<file path="src/sv/ccq_ram.sv">
// Generic single-write, single-read RAM with registered read data.
module ccq_ram #(
  parameter int WIDTH = 8,
  parameter int DEPTH = 16
) (
  input  logic                     clk,
  input  logic                     we,
  input  logic [$clog2(DEPTH)-1:0] waddr,
  input  logic [WIDTH-1:0]         wdata,
  input  logic                     re,
  input  logic [$clog2(DEPTH)-1:0] raddr,
  output logic [WIDTH-1:0]         rdata
);
  logic [WIDTH-1:0] mem [DEPTH];

  always_ff @(posedge clk) begin
    if (we) mem[waddr] <= wdata;
    if (re) rdata <= mem[raddr];
  end
endmodule

</file>
<file path="config.mk">
export PLATFORM = sky130hd
export DESIGN_NAME = ccq_ram
export DESIGN_NICKNAME = d
export VERILOG_FILES = /design/src/sv/ccq_ram.sv
export SDC_FILE = /design/constraint.sdc
export NUM_CORES = 1
export LEC_CHECK = 0
export CAP_MARGIN = 20
export CORE_MARGIN = 2
export CORE_UTILIZATION = 30
export DETAILED_ROUTE_END_ITERATION = 6
export DONT_BUFFER_PORTS = 1
export GPL_TIMING_DRIVEN = 0
export HOLD_SLACK_MARGIN = 0.02
export MAX_ROUTING_LAYER = met4
export PLACE_DENSITY_LB_ADDON = 0.05
export REMOVE_ABC_BUFFERS = 1
export SYNTH_ARGS = -nofsm -noshare
export SYNTH_HDL_FRONTEND = slang
export SYNTH_SLANG_ARGS = --single-unit
</file>
<file path="constraint.sdc">
create_clock -name clk -period 1.95 [get_ports clk]
set_input_delay 0 -clock clk [delete_from_list [all_inputs] [get_ports clk]]
set_output_delay 0 -clock clk [all_outputs]
set_load 0.01 [all_outputs]
</file>
# [Word level (Yosys, flattened, before mapping)]
# Memory sizes are Yosys's and may differ from the RTL's. A register that Yosys moved wholly into a read port is not among the register bits.
# Cells that the tools add are included.
[totals] mem_bits_rw=128 memories=1 register_bits=0 in_bits=19
[memory_table] memory="mem" depth=16 width=8 read_ports=1 rd_clocked_by_memory_dff=1 write_ports=1 line="14" source="logic [WIDTH-1:0] mem [DEPTH];"
[classes] muxes=2
[op_table] operator="$mux 1" count=2

# [Depth between registers and ports, before layout]
# Gate-level depths: netlist of the first run.
[depth] ltp_word=2 mapped_depth=5 depth_no_buf=3

# [Worst setup path after synthesis of the first run]
# OpenSTA, ideal clock, no wires.
[synth_timing] kind="input to register" from="in waddr[2]" to="mem mem[0][0], enable pin" arrival_ns=1.110 setup_slack_ns=0.457 setup_time_ns=0.383 required_time_ns=1.567 cell_stages=2 cell_sequence="or3b_2 > nor3_1"
[synth_rtl] element="from (decl)" line="8" source="input logic [$clog2(DEPTH)-1:0] waddr,"
[synth_rtl] element="to (decl)" line="14"
# No word-level cell before the write port.

# [Worst setup path in the final report of the first run]
[layout_timing] from="in waddr[2]" to="mem mem[4][4], enable pin"
# No word-level cell before the write port.

==> results of run 1 <==
final timing paths:
path / to / slack [ns] / cells past startpoint
min reg2reg: rdata[4] / 0.75 / 3
min: mem[5][1] / 0.03 / 2
max reg2reg: rdata[3] / 0.34 / 3
max: mem[4][4] / 0.20 / 5
worst reg2reg max path: stages (launching register included):
cell and delay (ns):
edfxtp_1 0.34, mux4_1 0.51, a22oi_1 0.28, nand2_1 0.18
cells in the final DEF, fill, tap and decap left out, drive strengths merged, types with 4 or more instances in the layout:
cell and n:
nor3 4, edfxtp 136, clkinv 4, bufinv 9
nor2 13, clkbuf 17, buf 5, nand2 9
a22oi 16, dlygate4sd3 19, mux4 32
sequential cells by signal (all words and copies together) (netlist names):
signal and flops:
mem 128, rdata 8
cells in the mapped netlist:
library cell / count
clkdlybuf4s25_2: 3
nor2_1: 13
buf_4: 1
or3b_2: 1
and2_1: 1
nor3_1: 4
mux4_1: 14
buf_6: 3
nand3b_1: 2
edfxtp_1: 136
nand2b_1: 2
nand3_1: 1
nor2b_1: 1
buf_2: 3
a22oi_1: 16
and2b_1: 1
nand2_1: 9
mux4_2: 18
report_power, final:
group          leakage (nW)  total, mW  internal, mW  switching [mW]
Combinational         0.487      0.263         0.119           0.145
Sequential             1.24       3.32          3.30          0.0240
Clock                 0.348       3.94          2.77            1.17
Total                  2.07       7.52          6.18            1.34
layout make-up:
cell class              count  area (sq um)
well taps                 225           282
repair buffers             24           246
clock inverters            15           303
clock buffers              17           425
flip-flops and latches    136          4080
multi-input cells          83          1080
fillers                  1614         10800
routing by layer:
metal / track usage / share of wire
met1: 0.187 / 0.48
met2: 0.205 / 0.48
met3: 0.0399 / 0.034
met4: 0.0503 / 0.012
met5: - / 0
stage by stage:
stage / worst slack (ns) / instance area [sq um] / util / hold WS [ns] / std cells
global route: 0.128 / 6420 / 0.374 / 0.0221 / 500
CTS: 0.169 / 6400 / 0.372 / 0.0203 / 498
floorplan: 0.457 / 5140 / - / 0.0989 / 219
global placement: -0.404 / 5420 / 0.316 / 0.100 / 444
finish: 0.203 / 6420 / 0.374 / 0.0287 / 500
detailed placement: 0.210 / 5490 / 0.319 / 0.100 / 448
logic make-up (layout without fill, tap and decap cells):
logic type	count (synthesis)	in the layout	share of synthesized area
multiplexers	32	32	0.148
flip-flops	136	136	0.781
buffers and inverters	10	56	0.0165
AO/OA/AOI/OAI	16	16	0.0230
AND/OR/NAND/NOR	35	35	0.0314
timing repair:
action | in CTS | in global routing
hold buffers | 18 | 1
hold endpoints to repair | 175 | 2
endpoints found under the setup margin | 0 | 0
==> metrics.md, run 1 <==
| Metric | Value |
|---|---|
| CP Cell Sequence | dlygate4sd3_1, nand3b_1, dlygate4sd3_1, nor3_2, buf_6 |
| I/O pin count | 27 |
| Top post-synthesis cells by area | edfxtp_1 (78%), mux4_2 (7.8%), mux4_1 (7.0%) |
| Routability cong. | 0.629 |
| Worst Path Required | 2.07 ns |
| FP Rows | 48 |
| Max Freq | 0.572 GHz |
| Worst setup startpoint | waddr[2] |
| CP most frequent cell | dlygate4sd3_1 |
| Setup clock skew after layout | 0.00635 ns |
| Root Driver | clkbuf_16 |
| Postcts setup bufs | 0 |
| Power consumption | 7.52 mW |
| Routed wire length | 11.7 mm |
| Critical path peak fanout | 5 |
| Vias in the first global route | 2,496 |
| Outcome | completed |
| Vias per std cell | 4.67 |
| CTS tree | yes |
| Slowest stage cell on the critical path | dlygate4sd3_1 |
| Core footprint | 0.0172 sq mm |
| Crit share post-route | 0.896 |
| Post-synth top area share | 0.781 |
| Maxcap violations | 0 |
| Mean post-synth cell area | 22.8 sq um |
| HPWL after detailed placement | 6.76 mm |
| Peak supply drop | 0.569 mV |
| Antenna Nets Post-Route | 0 |
| Worst slew margin | 0.290 |
| # DRC | 0 |
| Slew @ Worst Pin | 1.06 ns |
| Antenna violations before repair | 0 |
| Count of input and output buffers | 0 |
| WL/cell | 23.3 um |
| Yosys reg bits | 136 |
| Yosys warnings | 0 |
| Sequential element share of the synthesized area | 0.781 |
| Post-CTS sizing | 0 |
| Final-report setup violation count | 0 |
| Die area | 0.0185 sq mm |
| Leak | 2.07 nW |
| Cell family with most CP delay | buffers and inverters |
| Grt ovf | 0 |
| Clock slew at reported path FFs | 0.06 ns |
| Max Transition Viols Final | 0 |
| Syn Inst Count | 229 |
| Drt first-iter violations | 166 |
| Worst-Skew Late Latency | 0.41 ns |
| WP data arrival | 1.87 ns |
| ANT cells | 0 |
| Layout cells sized above 1 | 0.211 |
| Global-route wire length before repair | 16.8 mm |
| CTS sink count | 136 |
| Horiz. Die Dim | 136 um |
| Fin crit period | 1.75 ns |
| First-pass DRT Iterations | 4 |
| Post-Syn Area | 0.00523 sq mm |
| HP Class | primary input to flip-flop |
| Worst Hold Launch | we |
| Effective utilization at floorplan | 0.304 |
| Total vias in the final route | 2,336 |
| Final Hold Fails | 0 |
| Synth area leader | edfxtp_1 |
| Total track usage | 0.140 |
| Die boundary height | 136 um |
| Startpoint Class | primary input |
| Final #Nets | 281 |
| Pwr dens | 1170 mW/mm^2 |
| R2r startpoint | mem[1][3] |
| CP Buf/Inv Count | 3 |
| CP Class | primary input to flip-flop |
| H-tree Lvls | 4 |
| Max incr delay on CP | 0.61 ns |
| P&R area growth vs syn | 22.8% |
| Post-synth cell types | 18 |
| CP Capture Type | flip-flop |
| Max Buffers Root-to-Sink | 2 |
| RSZ-0062 raised after global routing | false |
| Largest net degree at the start of global routing | 31 |
| TritonCTS Buffers | 17 |
| Setup tns final | 0 ns |
(Power assumes the default switching activity.)
==> run 2: changes to the inputs <==
--- a/config.mk
+++ b/config.mk
@@ -12,7 +12,6 @@
 export DONT_BUFFER_PORTS = 1
 export GPL_TIMING_DRIVEN = 0
 export HOLD_SLACK_MARGIN = 0.02
-export MAX_ROUTING_LAYER = met4
 export PLACE_DENSITY_LB_ADDON = 0.05
 export REMOVE_ABC_BUFFERS = 1
 export SYNTH_ARGS = -nofsm -noshare
==> run 2 against run 1 <==
Net effect: first-iteration DRC count grew 8.4%; largest cell class unchanged; wire length down 0.22%; setup slack got worse by 0.011 ns; final cell count is the same; critical endpoint unchanged; clock skew is 0.00058 ns lower.
==> metrics.md, run 2 (synthesis results as in run 1) <==
| Metric | Value |
|---|---|
| Core footprint | 0.0172 sq mm |
| Antenna violations before repair | 0 |
| Max reg flops | 128 |
| Effective utilization at floorplan | 0.304 |
| Startpoint Class | primary input |
| Leak | 2.07 nW |
| ANT cells | 0 |
| Outcome | completed |
| CP Class | primary input to flip-flop |
| Pwr dens | 1170 mW/mm^2 |
| DP Area | 0.00549 sq mm |
| Final-report setup violation count | 0 |
| H-tree Lvls | 4 |
| Horiz. Die Dim | 136 um |
| Postcts setup bufs | 0 |
| # DRC | 0 |
| Max Freq | 0.569 GHz |
| Max Buffers Root-to-Sink | 2 |
| Largest Register | mem |
| Power consumption | 7.53 mW |
| Most frequent cells in the layout | edfxtp_1 (136), dlygate4sd3_1 (19), mux4_2 (18), clkbuf_16 (17), a22oi_1 (16) |
| Largest net degree at the start of global routing | 31 |
| Setup tns final | 0 ns |
| Maxcap violations | 0 |
| Top Usage Layer GRT | met2 |
| Met3 GRT Util | 0.0414 |
| FP Rows | 48 |
| Final Hold Fails | 0 |
| Layout cells sized above 1 | 0.211 |
| Drt first-iter violations | 180 |
| Fin crit period | 1.76 ns |
| Vias per std cell | 4.66 |
| Commonest non-fill, non-tap cell in the layout | edfxtp_1 |
| Critical path peak fanout | 5 |
| Worst setup startpoint | waddr[2] |
| TritonCTS Buffers | 17 |
| Total track usage | 0.136 |
| Vias in the first global route | 2,489 |
| Routed wire length | 11.6 mm |
| Reg-to-reg slack, setup | 0.34 ns |
| HP Class | primary input to flip-flop |
| Worst Path Required | 2.07 ns |
| Filler cells | 1,614 |
| Grt met1 use | 0.188 |
| Grt ovf | 0 |
| WP data arrival | 1.88 ns |
| Design area | 0.00642 sq mm |
| Global-route wire length before repair | 16.8 mm |
| RSZ-0062 raised after global routing | false |
| Biggest regs | mem: 128 flops, rdata: 8 flops |
| Global Route met2 Usage | 0.204 |
| CP Capture Type | flip-flop |
| CTS tree | yes |
| Routability cong. | 0.624 |
| Slew @ Worst Pin | 1.05 ns |
| Root Driver | clkbuf_16 |
| Final #Nets | 281 |
| Worst Hold Launch | we |
| Clock slew at reported path FFs | 0.06 ns |
| Count of input and output buffers | 0 |
| Antenna Nets Post-Route | 0 |
| Total vias in the final route | 2,330 |
| Worst setup margin | 0.192 ns |
| First-pass DRT Iterations | 4 |
| Crit share post-route | 0.901 |
| Worst-Skew Late Latency | 0.41 ns |
| R2r startpoint | mem[1][3] |
| Worst slew margin | 0.295 |
| Max Transition Viols Final | 0 |
| Pre-CTS setup slack | 0.210 ns |
| Setup clock skew after layout | 0.00577 ns |
| Die area | 0.0185 sq mm |
| HPWL after detailed placement | 6.76 mm |
| R2R depth | 3 |
| CTS sink count | 136 |
| Hold_ws | 0.0280 ns |
| WL/cell | 23.3 um |
| Peak supply drop | 0.568 mV |
| Post-CTS sizing | 0 |
| Hold EP | mem[5][1] |
| RR Endpoint | rdata[3] |
| P&R area growth vs syn | 22.8% |
| Die boundary height | 136 um |
| WHS Path Cells | 2 |
| I/O pin count | 27 |
==> run 2: cell counts in the layout (fill, tap and decap cells not counted) <==
Identical to the previous run, type by type.
==> run 2: final cells by class <==
| type | instances | area, sq um | area share |
|---|---|---|---|
| sequential | 136 | 4080 | 0.636 |
| multi-input combinational | 83 | 1080 | 0.168 |
| clock buffer | 17 | 425 | 0.0663 |
| clock inverter | 15 | 303 | 0.0472 |
| tap | 225 | 282 | 0.0439 |
| timing repair buffer | 24 | 246 | 0.0384 |
==> run 2: timing repair <==
item                                    CTS  global route
hold buffers                             18             1
endpoints found under the setup margin    0             0
endpoints found under the hold margin   175             2
==> run 2: how the worst max path moves through the flow <==
stage	to	slack, ns	depth (start not counted)
finish	mem[4][4]	0.19	5
global placement	mem[0][5]	-0.40	2
global route	rdata[7]	0.13	4
CTS	rdata[5]	0.17	4
detailed placement	mem[3][5]	0.21	2
floorplan	mem[0][0]	0.46	2
==> run 2: through the flow <==
step           instances   util
2_1_floorplan        219      -
3_3_place_gp         444  0.316
3_5_place_dp         448  0.319
4_1_cts              498  0.372
5_1_grt              500  0.374
6_report             500  0.374
==> run 2: critical path: stages <==
cell	delay, ns
dlygate4sd3_1	0.55
nand3b_1	0.15
dlygate4sd3_1	0.61
nor3_2	0.36
buf_6	0.21
==> run 2: metal layers <==
metal	routed length, um	share of wire
met4	123	0.011
met3	478	0.041
met5	0	0
met1	5580	0.48
met2	5460	0.47
==> run 2: power by group <==
part	internal, mW	switching, mW	total (mW)
Sequential	3.30	0.0239	3.32
Clock	2.77	1.17	3.94
Combinational	0.119	0.144	0.263
Total	6.18	1.34	7.53
==> run 3: changes to the inputs <==
--- a/config.mk
+++ b/config.mk
@@ -5,7 +5,7 @@
 export SDC_FILE = /design/constraint.sdc
 export NUM_CORES = 1
 export LEC_CHECK = 0
-export CAP_MARGIN = 20
+export ABC_AREA = 1
 export CORE_MARGIN = 2
 export CORE_UTILIZATION = 30
 export DETAILED_ROUTE_END_ITERATION = 6
==> run 3 against run 2 <==
Net effect: sequential share of layout area down 2.8 points; non-clock buffer count shrank 9; area after synthesis increased by 12%; wire length grew 31%; sequential power barely moved; fmax fell by 4.2%.
==> metrics.md, run 3 <==
| Metric | Value |
|---|---|
| Outcome | completed |
| WP data arrival | 2.00 ns |
| Vias per std cell | 4.35 |
| CTS tree | yes |
| Max reg flops | 128 |
| Biggest regs | mem: 128 flops, rdata: 8 flops |
| Worst-Skew Late Latency | 0.42 ns |
| Post-synth top cells | nand2_1 (173), edfxtp_1 (136), inv_1 (100), nand3_1 (97), nor2_1 (17) |
| Max incr delay on CP | 0.91 ns |
| Root Driver | clkbuf_16 |
| Post-synth EDFFs | 136 |
| Count of input and output buffers | 0 |
| HP Class | primary input to flip-flop |
| Horiz. Die Dim | 144 um |
| CP Cell Sequence | inv_2, nand2_1, nand3_1, dlygate4sd3_1, nand3_1, nand3_1, nand2_1 |
| CP Class | primary input to flip-flop |
| I/O pin count | 27 |
| TritonCTS Buffers | 17 |
| CP Capture Type | flip-flop |
| Sequential element share of the synthesized area | 0.698 |
| Effective utilization at floorplan | 0.303 |
| Setup clock skew after layout | 0.00795 ns |
| Most frequent cells in the layout | nand2_1 (173), edfxtp_1 (136), inv_1 (100), nand3_1 (97) |
| Layout cells sized above 1 | 0.0488 |
| # DRC | 0 |
| Slew @ Worst Pin | 1.26 ns |
| Total track usage | 0.157 |
| Drt first-iter violations | 375 |
| Slowest stage cell on the critical path | inv_2 |
| Worst Path Required | 2.12 ns |
| Core footprint | 0.0193 sq mm |
| Commonest non-fill, non-tap cell in the layout | nand2_1 |
| Final Hold Fails | 0 |
| Die boundary height | 144 um |
| Fin crit period | 1.84 ns |
| First-pass DRT Iterations | 4 |
| Post-synth top area share | 0.698 |
| Worst slew margin | 0.159 |
| Largest net degree at the start of global routing | 65 |
| Antenna Nets Post-Route | 0 |
| Synth area leader | edfxtp_1 |
| Mean post-synth cell area | 10.6 sq um |
| Syn Inst Count | 551 |
| Routability cong. | 0.745 |
| Final-report setup violation count | 0 |
| Total vias in the final route | 3,656 |
| FFs w/ async S/R, synth | 0 |
| Main synth FF type | edfxtp_1 |
| Final #Nets | 580 |
| Clock slew at reported path FFs | 0.06 ns |
| Maxcap violations | 0 |
| Max Freq | 0.545 GHz |
| Critical path peak fanout | 64 |
| P&R area growth vs syn | 14.8% |
| Startpoint Class | primary input |
| Antenna violations before repair | 0 |
| Postcts setup bufs | 0 |
| Yosys reg bits | 136 |
| Max Transition Viols Final | 0 |
| H-tree Lvls | 4 |
| Crit share post-route | 0.941 |
| WL/cell | 18.1 um |
| Hold_ws | 0.0242 ns |
| Max Buffers Root-to-Sink | 2 |
| CP most frequent cell | nand3_1 |
| Peak supply drop | 0.598 mV |
| Yosys warnings | 0 |
| Post-Syn Area | 0.00585 sq mm |
| Filler cells | 1,978 |
| Power consumption | 6.68 mW |
| FP Rows | 51 |
| Pwr dens | 995 mW/mm^2 |
| Post-synth cell types | 11 |
| RSZ-0062 raised after global routing | false |
| Largest Register | mem |
| Cell with the most instances after synthesis | nand2_1 |
| Leak | 2.76 nW |
| Grt ovf | 0 |
| Die area | 0.0206 sq mm |
| Routed wire length | 15.2 mm |
| CTS sink count | 136 |
| Top post-synthesis cells by area | edfxtp_1 (70%), nand2_1 (11%), nand3_1 (8.3%) |
| Global-route wire length before repair | 22.2 mm |
| Vias in the first global route | 3,425 |
| HPWL after detailed placement | 8.34 mm |
## run 3: cell types whose count changed in the layout (fill, tap and decap cells not counted), sizes merged, moves of 2 or more
| cell | previous run | this run |
|---|---|---|
| clkbuf | 17 | 20 |
| bufinv | 9 | 2 |
| nand3 | 1 | 97 |
| nor2 | 13 | 17 |
| nor3 | 4 | 0 |
| nand2b | 2 | 0 |
| nand2 | 9 | 173 |
| a22oi | 16 | 0 |
| buf | 5 | 0 |
| clkinv | 4 | 9 |
| mux4 | 32 | 0 |
| dlygate4sd3 | 19 | 15 |
| inv | 0 | 102 |
## run 3: worst paths after layout
kind / from / endpoint / slack [ns] / cells after the start
min reg2reg: mem[12][2] / rdata[2] / 0.75 / 6
max reg2reg: mem[6][1] / rdata[1] / 0.32 / 7
min: raddr[1] / rdata[5] / 0.02 / 4
max: raddr[0] / rdata[1] / 0.11 / 7
## run 3: layer usage
layer  global-route usage  vias up  part of all wire
met5                    0        -                 0
met4               0.0635        0             0.024
met3               0.0357       22             0.034
met2                0.238       78              0.45
met1                0.219     1754              0.49
li1                     -     1802                 -
## run 3: final cells by class
cell class	instances	area, sq um	area share
timing repair buffer	15	150	0.0224
sequential	136	4080	0.609
tap	265	332	0.0494
inverter	102	383	0.0571
multi-input combinational	289	1210	0.181
clock buffer	20	437	0.0651
clock inverter	12	109	0.0162
antenna	1	2.50	0.000373
## run 3: timing repair
action	4_1_cts	5_1_grt
hold endpoints to repair	144	0
hold buffers	15	0
endpoints found under the setup margin	0	0
resized for setup	0	0
## run 3: cell families (layout without fill, tap and decap cells)
| kind of cell | after synthesis | after routing | share of synthesized area |
|---|---|---|---|
| buffers and inverters | 126 | 149 | 0.0939 |
| and+or+nand+nor | 289 | 289 | 0.208 |
| DFF | 136 | 136 | 0.698 |
| other | 0 | 1 | 0 |
## run 3: stage by stage
| stage | util | TNS (ns) | cell area [sq um] | std cells | setup slack (ns) |
|---|---|---|---|---|---|
| floorplan | - | 0 | 5680 | 527 | 0.829 |
| global placement | 0.312 | 0 | 6010 | 792 | 0.0117 |
| detailed placement | 0.312 | -0.00142 | 6010 | 792 | -0.00142 |
| CTS | 0.348 | 0 | 6710 | 839 | 0.109 |
| global route | 0.348 | 0 | 6710 | 839 | 0.00138 |
| finish | 0.348 | 0 | 6710 | 840 | 0.115 |
## run 3: critical path, delay by kind of cell
family,cells,cell delay [ns]
buf+inv,2,1.47
simple gates,5,0.45
## run 3: power by group
group          switching, mW  internal [mW]
clock                   1.16           1.85
combinational          0.252         0.0989
sequential            0.0236           3.30
